`src/sv/utfq_pkg.sv`:
```
// Shared types and constants for the tagged FIFO queue.
// Used by utfq_ctrl, utfq_dp and the top level uid_tagged_fifo_queue.
package utfq_pkg;

  localparam int DEFAULT_DEPTH = 5;
  localparam int TAG_W         = 16;
  localparam int FILL_W        = 6;
  localparam int DROP_W        = 16;
  localparam int POS_W         = 5;

  typedef enum logic [1:0] {
    OP_PUSH      = 2'd0,
    OP_TAKE_IDX  = 2'd1,
    OP_TAKE_TAG  = 2'd2,
    OP_FIND_TAG  = 2'd3
  } op_t;

  typedef enum logic [3:0] {
    S_IDLE = 4'b0001,
    S_CMP  = 4'b0010,
    S_EVAL = 4'b0100,
    S_DONE = 4'b1000
  } state_t;

  typedef struct packed {
    logic [7:0]  species;
    logic [2:0]  rarity;
    logic [31:0] stamp;
    logic [6:0]  health_pct;
    logic        transient;
    logic        special;
  } payload_t;

  // controller -> datapath
  typedef struct packed {
    logic latch;    // capture the command
    logic compare;  // register the tag match vector
    logic advance;  // candidate tag is live, try the next one
    logic commit;   // apply the command and load the result
  } cmd_t;

  // datapath -> controller
  typedef struct packed {
    logic retry;
  } status_t;

endpackage

```
`src/sv/utfq_ctrl.sv`:
```
// Command sequencer for the tagged FIFO queue.
// Depends on utfq_pkg for the state encoding and command/status structs.
module utfq_ctrl
  import utfq_pkg::*;
(
  input  logic    clk,
  input  logic    rst,
  input  logic    start,
  input  status_t status,
  output cmd_t    cmd,
  output logic    busy,
  output logic    done
);

  state_t state, state_next;

  always_ff @(posedge clk) begin
    if (rst) begin
      state <= S_IDLE;
    end else begin
      state <= state_next;
    end
  end

  always_comb begin
    state_next  = state;
    cmd         = '0;
    case (state)
      S_IDLE: begin
        if (start) begin
          cmd.latch  = 1'b1;
          state_next = S_CMP;
        end
      end
      S_CMP: begin
        cmd.compare = 1'b1;
        state_next  = S_EVAL;
      end
      S_EVAL: begin
        if (status.retry) begin
          cmd.advance = 1'b1;
          state_next  = S_CMP;
        end else begin
          cmd.commit  = 1'b1;
          state_next  = S_DONE;
        end
      end
      S_DONE: begin
        state_next = S_IDLE;
      end
      default: begin
        state_next = S_IDLE;
      end
    endcase
  end

  assign busy = (state != S_IDLE);
  assign done = (state == S_DONE);

endmodule

```
`src/sv/utfq_dp.sv`:
```
// Datapath of the tagged FIFO queue: entry registers, tag compare, allocation,
// drop counter and result registers. Depends on utfq_pkg.
module utfq_dp
  import utfq_pkg::*;
#(
  parameter int DEPTH = DEFAULT_DEPTH
) (
  input  logic              clk,
  input  logic              rst,
  input  cmd_t              cmd,
  output status_t           status,
  input  logic [1:0]        opcode,
  input  logic [POS_W-1:0]  position,
  input  logic [TAG_W-1:0]  tag,
  input  payload_t          in_pl,
  output logic              ok,
  output logic              evicted,
  output logic [TAG_W-1:0]  out_tag,
  output payload_t          out_pl,
  output logic [FILL_W-1:0] fill,
  output logic [DROP_W-1:0] drop_total
);

  localparam int IW    = (DEPTH > 1) ? $clog2(DEPTH) : 1;
  localparam int OCC_W = $clog2(DEPTH + 1);

  op_t                 op_q;
  logic [POS_W-1:0]    pos_q;
  logic [TAG_W-1:0]    tag_q;
  payload_t            pl_q;

  logic [TAG_W-1:0]    entry_tags [DEPTH];
  payload_t            entry_pls  [DEPTH];
  logic [OCC_W-1:0]    occ;
  logic [TAG_W-1:0]    next_tag;
  logic [DROP_W-1:0]   drop_count;
  logic [DEPTH-1:0]    match_q;

  logic [TAG_W-1:0]    cand;
  logic [TAG_W-1:0]    key;
  logic                hit;
  logic [IW-1:0]       hit_idx;
  logic                full;
  logic                sel_ok;
  logic [IW-1:0]       sel_idx;
  logic                do_remove;
  logic [IW-1:0]       rem_idx;
  logic                do_write;
  logic [IW-1:0]       wr_slot;
  logic                is_push;

  assign is_push = (op_q == OP_PUSH);
  // zero is never handed out as a tag
  assign cand    = (next_tag == '0) ? TAG_W'(1) : next_tag;
  assign key     = is_push ? cand : tag_q;
  assign full    = (occ == OCC_W'(DEPTH));

  always_ff @(posedge clk) begin
    if (cmd.latch) begin
      op_q  <= op_t'(opcode);
      pos_q <= position;
      tag_q <= tag;
      pl_q  <= in_pl;
    end
  end

  // one equality compare per entry, masked to live entries
  always_ff @(posedge clk) begin
    if (cmd.compare) begin
      for (int i = 0; i < DEPTH; i++) begin
        match_q[i] <= (entry_tags[i] == key) && (OCC_W'(i) < occ);
      end
    end
  end

  always_comb begin
    hit     = |match_q;
    hit_idx = '0;
    for (int i = DEPTH - 1; i >= 0; i--) begin
      if (match_q[i]) hit_idx = IW'(i);
    end
  end

  assign status.retry = is_push && hit;

  always_comb begin
    sel_ok  = 1'b0;
    sel_idx = hit_idx;
    case (op_q)
      OP_TAKE_IDX: begin
        sel_ok  = (FILL_W'(pos_q) < FILL_W'(occ));
        sel_idx = pos_q[IW-1:0];
      end
      OP_TAKE_TAG, OP_FIND_TAG: begin
        sel_ok  = hit && (tag_q != '0);
        sel_idx = hit_idx;
      end
      default: begin
        sel_ok  = 1'b0;
        sel_idx = hit_idx;
      end
    endcase
  end

  always_comb begin
    do_remove = 1'b0;
    rem_idx   = sel_idx;
    do_write  = 1'b0;
    wr_slot   = occ[IW-1:0];
    if (cmd.commit) begin
      if (is_push) begin
        do_write  = 1'b1;
        do_remove = full;
        rem_idx   = '0;
        wr_slot   = full ? IW'(DEPTH - 1) : occ[IW-1:0];
      end else if (op_q != OP_FIND_TAG) begin
        do_remove = sel_ok;
      end
    end
  end

  // shift younger entries down on removal, then place a pushed entry
  for (genvar k = 0; k < DEPTH; k++) begin : g_ent
    if (k < DEPTH - 1) begin : g_shift
      always_ff @(posedge clk) begin
        if (rst) begin
          entry_tags[k] <= '0;
        end else if (do_write && wr_slot == IW'(k)) begin
          entry_tags[k] <= cand;
        end else if (do_remove && IW'(k) >= rem_idx) begin
          entry_tags[k] <= entry_tags[k+1];
        end
      end
      always_ff @(posedge clk) begin
        if (do_write && wr_slot == IW'(k)) begin
          entry_pls[k] <= pl_q;
        end else if (do_remove && IW'(k) >= rem_idx) begin
          entry_pls[k] <= entry_pls[k+1];
        end
      end
    end else begin : g_last
      always_ff @(posedge clk) begin
        if (rst) begin
          entry_tags[k] <= '0;
        end else if (do_write && wr_slot == IW'(k)) begin
          entry_tags[k] <= cand;
        end
      end
      always_ff @(posedge clk) begin
        if (do_write && wr_slot == IW'(k)) begin
          entry_pls[k] <= pl_q;
        end
      end
    end
  end

  always_ff @(posedge clk) begin
    if (rst) begin
      occ        <= '0;
      next_tag   <= TAG_W'(1);
      drop_count <= '0;
    end else begin
      if (cmd.advance) begin
        next_tag <= cand + TAG_W'(1);
      end
      if (cmd.commit) begin
        if (is_push) begin
          next_tag <= cand + TAG_W'(1);
          if (full) begin
            if (drop_count != '1) drop_count <= drop_count + DROP_W'(1);
          end else begin
            occ <= occ + OCC_W'(1);
          end
        end else if (do_remove) begin
          occ <= occ - OCC_W'(1);
        end
      end
    end
  end

  always_ff @(posedge clk) begin
    if (cmd.commit) begin
      if (is_push) begin
        ok      <= 1'b1;
        evicted <= full;
        out_tag <= cand;
        out_pl  <= '0;
      end else begin
        evicted <= 1'b0;
        ok      <= sel_ok;
        out_tag <= sel_ok ? entry_tags[sel_idx] : '0;
        out_pl  <= sel_ok ? entry_pls[sel_idx] : '0;
      end
    end
  end

  assign fill       = FILL_W'(occ);
  assign drop_total = drop_count;

endmodule

```
`src/sv/uid_tagged_fifo_queue.sv`:
```
// Top level of the bounded FIFO with unique nonzero tags.
// Depends on utfq_pkg, utfq_ctrl and utfq_dp.
//
// A command is taken when start is high and busy is low, and its result
// appears for one cycle with done high; the receiver cannot stall it, so
// sample the outputs in that cycle. Every command passes through a
// compare state and an evaluate state before done; each live tag a push
// has to skip adds another compare/evaluate pass, because the tag search
// compares one candidate against all live entries per pass. fill and
// drop_total always show the current queue state.
module uid_tagged_fifo_queue
  import utfq_pkg::*;
#(
  parameter int QUEUE_DEPTH = DEFAULT_DEPTH
) (
  input  logic              clk,
  input  logic              rst,
  input  logic              start,
  output logic              busy,
  output logic              done,
  input  logic [1:0]        opcode,
  input  logic [POS_W-1:0]  position,
  input  logic [TAG_W-1:0]  tag,
  input  logic [7:0]        species,
  input  logic [2:0]        rarity,
  input  logic [31:0]       stamp,
  input  logic [6:0]        health_pct,
  input  logic              transient,
  input  logic              special,
  output logic              ok,
  output logic              evicted,
  output logic [TAG_W-1:0]  out_tag,
  output logic [7:0]        out_species,
  output logic [2:0]        out_rarity,
  output logic [31:0]       out_stamp,
  output logic [6:0]        out_health_pct,
  output logic              out_transient,
  output logic              out_special,
  output logic [FILL_W-1:0] fill,
  output logic [DROP_W-1:0] drop_total
);

  cmd_t     cmd;
  status_t  status;
  payload_t in_pl;
  payload_t out_pl;

  assign in_pl.species    = species;
  assign in_pl.rarity     = rarity;
  assign in_pl.stamp      = stamp;
  assign in_pl.health_pct = health_pct;
  assign in_pl.transient  = transient;
  assign in_pl.special    = special;

  assign out_species    = out_pl.species;
  assign out_rarity     = out_pl.rarity;
  assign out_stamp      = out_pl.stamp;
  assign out_health_pct = out_pl.health_pct;
  assign out_transient  = out_pl.transient;
  assign out_special    = out_pl.special;

  utfq_ctrl u_ctrl (
    .clk    (clk),
    .rst    (rst),
    .start  (start),
    .status (status),
    .cmd    (cmd),
    .busy   (busy),
    .done   (done)
  );

  utfq_dp #(
    .DEPTH (QUEUE_DEPTH)
  ) u_dp (
    .clk        (clk),
    .rst        (rst),
    .cmd        (cmd),
    .status     (status),
    .opcode     (opcode),
    .position   (position),
    .tag        (tag),
    .in_pl      (in_pl),
    .ok         (ok),
    .evicted    (evicted),
    .out_tag    (out_tag),
    .out_pl     (out_pl),
    .fill       (fill),
    .drop_total (drop_total)
  );

  // result strobe lasts one cycle
  a_done_pulse: assert property (@(posedge clk) disable iff (rst)
    done |=> !done)
    else $error("done held for more than one cycle");

  // a transfer into the block makes it busy until its result is out
  a_accept_busy: assert property (@(posedge clk) disable iff (rst)
    (start && !busy) |=> (busy && !done))
    else $error("accepted command did not hold busy");

  a_fill_bound: assert property (@(posedge clk) disable iff (rst)
    fill <= FILL_W'(QUEUE_DEPTH))
    else $error("fill exceeds queue depth");

  // an eviction only happens on a full queue
  a_evict_full: assert property (@(posedge clk) disable iff (rst)
    (done && evicted) |-> (ok && fill == FILL_W'(QUEUE_DEPTH)))
    else $error("eviction reported on a queue that is not full");

  a_drop_monotonic: assert property (@(posedge clk) disable iff (rst)
    !$past(rst) |-> (drop_total >= $past(drop_total)))
    else $error("drop counter decreased");

endmodule
```
`config.mk`:
```
export PLATFORM = sky130hd
export DESIGN_NAME = uid_tagged_fifo_queue
export DESIGN_NICKNAME = d
export VERILOG_FILES = /design/src/sv/utfq_pkg.sv /design/src/sv/utfq_ctrl.sv /design/src/sv/utfq_dp.sv /design/src/sv/uid_tagged_fifo_queue.sv
export SDC_FILE = /design/constraint.sdc
export NUM_CORES = 1
export LEC_CHECK = 0
export BUFFER_PORTS_ARGS = -buffer_cell sky130_fd_sc_hd__buf_2
export CORE_MARGIN = 2
export CORE_UTILIZATION = 65
export DETAILED_ROUTE_END_ITERATION = 10
export PLACE_DENSITY = 0.91
export RECOVER_POWER = 25
export SLEW_MARGIN = 10
export SYNTH_ARGS = -nofsm -noshare
export SYNTH_HDL_FRONTEND = slang
export SYNTH_HIERARCHICAL = 1
export SYNTH_SLANG_ARGS = --single-unit
```
`constraint.sdc`:
```
create_clock -name clk -period 17.8 [get_ports clk]
set_input_delay 0.89 -clock clk [delete_from_list [all_inputs] [get_ports clk]]
set_output_delay 0.89 -clock clk [all_outputs]
set_load 0.02 [all_outputs]
```
=== After elaboration in Yosys (flattened, before gate mapping) ===
Memory sizes are Yosys's and may differ from the RTL's. A register that Yosys moved wholly into a read port is not among the register bits.
Cells that the tools add are included.

* RAM bits: 340
* Input port bits: 78
* Memories kept: 2
* Bits in registers: 137

{| class="wikitable"
|+ Memory list
! memory !! words !! width !! read ports !! clocked after memory_dff !! wr ports !! line !! RTL
|-
| u_dp.entry_pls || 5 || 52 || 5 || 1 || 5 || utfq_dp.sv:33 || <nowiki>payload_t entry_pls [DEPTH];</nowiki>
|-
| u_dp.entry_tags || 5 || 16 || 6 || 0 || 5 || utfq_dp.sv:32 || <nowiki>logic [TAG_W-1:0] entry_tags [DEPTH];</nowiki>
|}

* Bitwise logic cells: 14
* Mux-type cells: 91
* Reduce and logical (&&, ||, !) cells: 26
* Magnitude comparators: 10
* Add/subtract/negate cells: 4
* Equality and inequality tests: 22

{| class="wikitable"
|+ Operators by type and width
! kind !! number
|-
| $mux 16 || 16
|-
| $mux 52 || 4
|-
| $eq 16x16->1 || 5
|-
| $mux 1 || 52
|-
| $mux 3 || 14
|-
| $add 16x1->16 const B || 2
|-
| $logic_and 1x1->1 || 16
|-
| $logic_not 16->1 || 1
|-
| $ne 16x16->1 const B || 1
|-
| $reduce_bool 16->1 || 1
|-
| $or 1x1->1 || 13
|-
| $pmux 4 s3 || 1
|-
| $mux 4 || 2
|-
| $eq 3x2->1 const B || 2
|-
| $eq 3x3->1 const B || 2
|-
| $ge 1x3->1 const A || 2
|-
| $ge 2x3->1 const A || 2
|-
| $lt 1x3->1 const A || 2
|-
| $lt 2x3->1 const A || 2
|-
| $ne 2x2->1 const B || 3
|-
| $lt 5x3->1 || 1
|-
| $reduce_or 5->1 || 1
|-
| $eq 2x2->1 const B || 2
|-
| $eq 4x1->1 const B || 1
|-
| other kinds (18) || 19
|}

=== Logic depth before layout (Yosys ltp) ===
Gate-level depths: netlist of run 1.

* Depth in word-level cells: 15
* Depth in mapped cells: 17
* Gate-level depth less buffers: 9

=== Modules after synthesis ===
The synthesis of run 1 kept the hierarchy.

{| class="wikitable"
|+ By module, submodules not included
! module !! sequential area each (µm²) !! area an instance (µm²) !! instances !! cells an instance
|-
| utfq_dp || 15414.8 || 25394.4 || 1 || 1946
|-
| utfq_ctrl || 80.1 || 232.7 || 1 || 24
|}

=== Worst setup path after synthesis of run 1 ===
Ideal clock, no wire load.

* Kind: register -> register
* Start: register u_dp.op_q[1]
* End: memory u_dp.entry_tags[3][0] (enable)
* Setup time: 339 ps
* Path slack: 7347 ps
* Data arrival time: 10114 ps
* Required time: 17461 ps
* Stages on the path, launching flop included: 13
* Cells stage by stage: edfxtp_1 -> buf_2 -> or2_2 -> buf_6 -> clkbuf_1 -> buf_2 -> buf_1 -> a21oi_1 -> nor2_1 -> nor3b_2 -> nand2_1 -> o21ai_0 -> or2_2

{| class="wikitable"
|+ RTL lines
! element !! line !! RTL
|-
| from (decl) || utfq_dp.sv:27 || <nowiki>op_t op_q;</nowiki>
|-
| from (signal assigned) || utfq_dp.sv:60 || <nowiki>op_q <= op_t'(opcode);</nowiki>
|-
| to (decl) || utfq_dp.sv:32 ||
|}

==> results of run 1 <==
-- power breakdown --
group / internal [uW] / switching [uW]
registers: 1380 / 34.8
clock network: 667 / 494
logic: 76.0 / 115
-- worst max-delay path: cells and delay by family, from the launching register on --
family	cells	cell delay [ps]
compound gates	3	1170
buf+inv	3	3010
flops	1	630
simple gates	5	2440
-- per-layer routing --
metal,share of wire [%],vias up,wire length (um)
met4,3.9,0,2900
met3,14,262,10500
met2,47,1672,34900
met1,35,8907,26500
li1,-,7715,-
met5,0,-,0
-- logic make-up (layout without fill, tap and decap cells) --
| kind of cell | Yosys count | after routing | share of synthesized area (%) |
|---|---|---|---|
| flops | 529 | 529 | 60.5 |
| compound gates | 443 | 443 | 12.0 |
| simple gates | 435 | 435 | 7.94 |
| mux | 293 | 293 | 13.2 |
| buf+inv | 181 | 348 | 3.34 |
| xor+xnor | 82 | 82 | 2.80 |
| fa+ha+maj | 6 | 6 | 0.293 |
| other cells | 1 | 5 | 0.0146 |
-- through the flow --
| step | instance area, um2 | worst slack (ps) | hold WS, ps |
|---|---|---|---|
| floorplan | 25600 | 7350 | 475 |
| global placement | 26800 | 12020 | 499 |
| detailed placement | 26800 | 11870 | 509 |
| CTS | 28600 | 11880 | 427 |
| global route | 28500 | 9890 | 430 |
| finish | 28500 | 10150 | 445 |
-- synth_stat cells, types with 10 or more instances --
cell type	n	area [um2]
a21oi_1	109	546
nor3_1	28	140
a22o_1	73	639
o22ai_1	26	163
nor4_1	16	100
nor2_1	73	274
xor2_1	38	333
buf_2	30	150
clkbuf_1	65	244
edfxtp_1	490	14700
a221oi_1	11	96.3
dfxtp_1	39	781
mux2_2	156	1760
nand4_1	12	75.1
o221ai_1	15	131
or2_2	10	62.6
xnor2_1	44	385
mux2i_1	84	841
o21a_1	52	390
buf_4	19	143
nand2_1	220	826
nand3_1	13	65.1
mux2_4	49	736
o21ai_0	79	395
inv_1	51	191
-- layout make-up --
class	instances	area share [%]
antenna	2	0.0176
clock inverter	25	0.989
tap	518	2.28
sequential	529	54.4
inverter	52	0.686
timing repair buffer	194	3.15
clock buffer	77	5.42
multi-input combinational	1262	33.0
-- cell usage in the layout (no fill, tap or decap), types with 26 or more instances in the layout --
cell	n
o21a_1	52
buf_2	66
mux2_4	50
inv_1	50
xor2_1	38
mux2i_1	84
nand2_1	219
clkbuf_16	57
dfxtp_1	39
mux2_2	155
o21ai_0	77
nor2_1	69
a21oi_1	107
nor3_1	28
clkbuf_1	121
edfxtp_1	490
o22ai_1	26
xnor2_1	44
a22o_1	73
-- sequential cells by signal, indices dropped and copies added (netlist names) --
signal	cells
u_ctrl/state	4
u_dp/drop_total	16
u_dp/entry_pls	260
u_dp/entry_tags	80
u_dp/evicted	1
u_dp/match_q	5
u_dp/next_tag	16
u_dp/occ	3
u_dp/ok	1
u_dp/op_q	2
u_dp/out_pl	52
u_dp/out_tag	16
u_dp/pl_q	52
u_dp/pos_q	5
u_dp/tag_q	16
-- how the worst max path moves through the flow --
stage	cells after the start	endpoint	startpoint
final	11	u_dp/entry_tags[2][13]	u_dp/op_q[1]
after global routing	11	u_dp/entry_tags[2][2]	u_dp/op_q[1]
after CTS	11	u_dp/entry_tags[2][15]	u_dp/op_q[1]
after detailed placement	11	u_dp/entry_tags[2][13]	u_dp/op_q[1]
after global placement	11	u_dp/entry_tags[2][13]	u_dp/op_q[1]
after floorplan	12	u_dp/entry_tags[3][0]	u_dp/op_q[1]
==> impl_results.md, run 1 <==
* Num ports at 172
* Hold Buf Count CTS at 0
* Fillers at 2,314
* Relative slew margins at -96.7%
* Initial antenna violation count at 2
* Via/cell ratio at 6.98
* Ys Warns at 6
* Achievable Freq at 131 MHz
* Drt initial violations at 3,146
* Area of the multi-input gates at 9400 um2
* Post-CTS setup buffers at 0
* Layout Skew at 18.5 ps
* Clock slew at reported path FFs at 70 ps
* Final Power at 2770 uW
* RSZ-0062 raised after global routing: no
* Endpoints failing hold at 0
* Post_cts resized at 0
* DRT antenna net count at 0
* Reg2Reg Capture Point: u_dp/entry_tags[2][13]
* Minimum clock period at 7650 ps
* Hold Path Depth at 1
* Global-route wire length before repair at 113,000 um
* Clk root buf: clkbuf_16
* Num CTS Buffers at 54
* Met2 GRT Util at 58.4%
* Required @ worst endpoint at 18,070 ps
* WP data arrival at 7920 ps
* CP max FO at 54
* Post-Route WL at 74,900 um
* Router iterations before antenna repair at 8
* Sequential cell area at 15,500 um2
* Slowest CP cell: clkbuf_1
* GRT Max-Usage Layer: met2
* R2R depth at 11
* Worst Hold End: u_dp/pl_q[48]
* Setup tns final at 0 ps
* Clock Latency Late Sink at 620 ps
* Vias in the first global route at 18.3k
* Slew @ Worst Pin at 2950 ps
* Unique masters post-synth at 89
* Static leakage at 0.0100 uW
* Met1 GRT Util at 50.3%
* Hold path startpoint: species[4]
* Endpoints failing setup at 0
* VDD IR max at 79.6 uV
* GPL Wtd Cong at 1.03
* Core Area at 38,800 um2
* CP cell instances: or2_2, clkbuf_1, a21oi_1, nor2_4, or3b_2, nor2_4, o221a_2, buf_4, o21bai_4, buf_4, or2_2
* Register-to-register setup slack at 10,150 ps
* Pwr/cell area at 97.3 nW/um2
* Asr flop ratio synth at 0%
* Failing checks: max-capacitance violations, max-slew violations
* DP Wirelength at 45,700 um
* Util after Layout at 73.3%
* Hold Path Class: input pin to flip-flop
* R2r startpoint: u_dp/op_q[1]
* Synth Instances at 1,970
* Placed insts at 2,555
* GRT met3 Usage at 7.56%
* Htree depth at 2
* Fin cells at 2,659
* GR Util All Layers at 36.5%
* # rows at 72
* Total Nets Final at 2,177
* Largest net degree at the start of global routing at 69
* Max cap viols at 4
* Avg Cell Area, Syn at 13.0 um2
* Register area share after synthesis at 60.5%
* Post-Syn Area at 25,600 um2
* Crit path largest cell delay at 1800 ps
* Top FF cell, synth: edfxtp_1
* CTS tree: built
* Average routed wire per standard cell at 28.2 um
* Max Transition Viols Final at 188
* Clock buffer depth at 3
* Die W at 203 um
* Sink Count at 529
* #FFs+latches synth at 529
* GRT overflow at 0
* Syn-to-layout area delta at 11.1%
* Critical Path Sink Type: flip-flop
* Status: finished with violations
* Drt drc at 0
* DR vias at 18.6k
* Layout cell share with drive strength beyond 1 at 20.1%
* Die H at 203 um
* Period utilization at 43.0%
* Initial Util at 66.0%
* Critical path type: flip-flop to flip-flop
* Die ar. at 41,000 um2
* I/O Buffers at 168
* Startpoint Class: flip-flop
* Post-synth EDFFs at 490
(Power assumes the default switching activity.)
==> inputs of run 2 (changes only) <==
--- a/config.mk
+++ b/config.mk
@@ -7,9 +7,9 @@
 export LEC_CHECK = 0
 export BUFFER_PORTS_ARGS = -buffer_cell sky130_fd_sc_hd__buf_2
 export CORE_MARGIN = 2
-export CORE_UTILIZATION = 65
+export CORE_UTILIZATION = 61
 export DETAILED_ROUTE_END_ITERATION = 10
-export PLACE_DENSITY = 0.91
+export PLACE_DENSITY = 0.86
 export RECOVER_POWER = 25
 export SLEW_MARGIN = 10
 export SYNTH_ARGS = -nofsm -noshare
==> constraint.sdc (replaced) <==
create_clock -name clk -period 7.6 [get_ports clk]
set_input_delay 0.38 -clock clk [delete_from_list [all_inputs] [get_ports clk]]
set_output_delay 0.38 -clock clk [all_outputs]
set_load 0.02 [all_outputs]
==> run 2 against run 1 <==
Effect of this change: the run still ends with max-capacitance violations, max-slew violations left; register-to-register slack worse by 8300 ps; highest routed layer is now met5; clock skew decreased by 0.79 ps; critical path type unchanged; largest power group unchanged; combinational power rose to 2.5 times the previous value.
==> impl_results.md, run 2 (synthesized netlist as in run 1, its figures left out) <==
* Relative slew margins at -93.5% (+3.1 points)
* Period utilization at 76.3% (+33 points)
* Htree depth at 2 (unchanged)
* Largest net degree at the start of global routing at 92 (+33%)
* RSZ-0062 raised after global routing: no
* NetSw at 1520 uW (+140%)
* GR Util All Layers at 35.4% (-1.1 points)
* Initial antenna violation count at 3 (+1)
* GPL Wtd Cong at 0.959 (-7.1%)
* DR vias at 18.6k (+0.33%)
* Layout cell share with drive strength beyond 1 at 18.5% (-1.6 points)
* Pwr/cell area at 225 nW/um2 (+130%)
* I/O Buffers at 168 (unchanged)
* Vias in the first global route at 18.3k (+0.022%)
* Post-Route WL at 77,600 um (+3.6%)
* Regs by FF count: u_dp/entry_pls: 260 flops, u_dp/entry_tags: 80 flops
* CP cell instances: nor4_1, a21oi_1, nor2_4, clkbuf_1, nor3b_2, nand2_1, o21ai_4, buf_4
* Switch share at 23.0% (-0.19 points)
* Area after DPL at 26,800 um2 (+0.19%)
* Clock buffer depth at 3 (unchanged)
* DP Wirelength at 47,100 um (+3.2%)
* Sink Count at 529 (unchanged)
* Die W at 209 um (+3.2%)
* Achievable Freq at 172 MHz (+32%)
* Slowest CP cell: clkbuf_1
* Router iterations before antenna repair at 8 (unchanged)
* Max cap viols at 3 (-1)
* CTS tree: built
* Critical path type: flip-flop to flip-flop
* Commonest non-fill, non-tap cells in the layout: edfxtp_1 (490), nand2_1 (219), mux2_2 (156)
* Required @ worst endpoint at 7840 ps (-10,230 ps)
* Hold Path Class: input pin to flip-flop
* Core Area at 41,700 um2 (+7.3%)
* Most common cell after layout, fill and taps aside: edfxtp_1
* WP data arrival at 6040 ps (-1880 ps)
* Final Power at 6590 uW (+140%)
* Fin cells at 2,751 (+3.5%)
* Critical Path Sink Type: flip-flop
* Cell-internal power at 5080 uW (+140%)
* # rows at 75 (+4.2%)
* Power share of the combinational group at 7.4% (+0.5 points)
* GRT overflow at 0 (unchanged)
* Average routed wire per standard cell at 28.2 um (+0.13%)
* Num CTS Buffers at 52 (-3.7%)
* Endpoints failing setup at 0 (unchanged)
* Static leakage at 0.0103 uW (+2.7%)
* PnR worst setup slack at 1800 ps (-8350 ps)
* Via/cell ratio at 6.77 (-3.0%)
* Crit path largest cell delay at 1530 ps (-270 ps)
* Endpoints failing hold at 0 (unchanged)
* Failing checks: max-capacitance violations, max-slew violations
* CP max FO at 34 (-37%)
* Die ar. at 43,700 um2 (+6.4%)
* Minimum clock period at 5800 ps (-1850 ps)
* Startpoint Class: flip-flop
* Largest reg by FF count: u_dp/entry_pls
* Hold Path Depth at 3 (+2)
* Die H at 209 um (+3.2%)
* Fin area at 29,200 um2 (+2.8%)
* Slew @ Worst Pin at 2900 ps (-47.1 ps)
* Initial Util at 61.5% (-4.5 points)
* Drt drc at 0 (unchanged)
* R2R depth at 8 (-3)
* Clock Latency Late Sink at 610 ps (about the same)
* Final hold slack at 181 ps (-264 ps)
* Total Nets Final at 2,252 (+3.4%)
* DRT antenna net count at 0 (unchanged)
* Status: finished with violations
* Syn-to-layout area delta at 14.1%
* Clk pwr share at 42.3% (+0.4 points)
* Post_cts resized at 0 (unchanged)
* Global-route wire length before repair at 116,000 um (+2.9%)
* Layout Skew at 17.7 ps (-0.789 ps)
* Drt initial violations at 2,648 (-16%)
* Max Transition Viols Final at 106 (-44%)
* Clk root buf: clkbuf_16
* Max reg flops at 260 (unchanged)
* Clock slew at reported path FFs at 60 ps (about the same)
* Num ports at 172 (unchanged)
* Fillers at 2,684 (+16%)
* Sequential share of power at 50.3% (-0.9 points)
* VDD IR max at 272 uV (+240%)
* Post-Place Worst Slack at 2670 ps (-9200 ps)
* Placed insts at 2,578 (+0.90%)
[run 2: power groups by stage]
stage	registers [uW]	clock network, uW	logic [uW]
after floorplan	3340	0	304
after global placement	3370	0	428
after detailed placement	3370	0	437
after CTS	3310	2790	472
after global routing	3320	2900	509
final	3320	2790	485
[run 2: worst paths after layout]
check        slack (ps)               endpoint               start
max                1800  u_dp/entry_pls[1][16]     u_dp/match_q[1]
min                 180        u_ctrl/state[1]               start
max reg2reg        1800  u_dp/entry_pls[1][16]     u_dp/match_q[1]
min reg2reg         540     u_dp/drop_total[4]  u_dp/drop_total[4]
[run 2: metal layers]
| layer | part of all wire, % | track usage, % | wire length [um] | vias up |
|---|---|---|---|---|
| li1 | - | - | - | 7870 |
| met1 | 38 | 49.7 | 29500 | 9133 |
| met2 | 46 | 55.7 | 35700 | 1426 |
| met3 | 12 | 6.24 | 9450 | 184 |
| met4 | 3.7 | 13.5 | 2910 | 4 |
| met5 | 0.030 | 0 | 23 | - |
[run 2: repair_timing]
item,in CTS,in global routing
setup buffers,0,0
hold endpoints to repair,75,0
setup endpoints to repair,0,0
hold buffers,75,0
[run 2: area by class of cell]
type / instances / area (um2) / share of cell area, %
multi-input cells: 1262 / 9400 / 32.1
repair buffers: 271 / 1660 / 5.67
well taps: 539 / 674 / 2.31
clock buffers: 67 / 1380 / 4.71
clock inverters: 30 / 445 / 1.52
inverters: 52 / 195 / 0.667
flip-flops and latches: 529 / 15500 / 53.0
diodes: 1 / 2.50 / 0.00856
[run 2: through the flow]
stage	TNS [ps]	util, %
after floorplan	-3290	-
after global placement	0	64.4
after detailed placement	0	64.4
after CTS	0	70.6
after global routing	0	70.2
final	0	70.2
[run 2: critical path: cells and delay by family (launching register included)]
kind,cells,cell delay [ps]
compound gates,2,1040
simple gates,4,1730
buf+inv,2,2160
flops,1,470
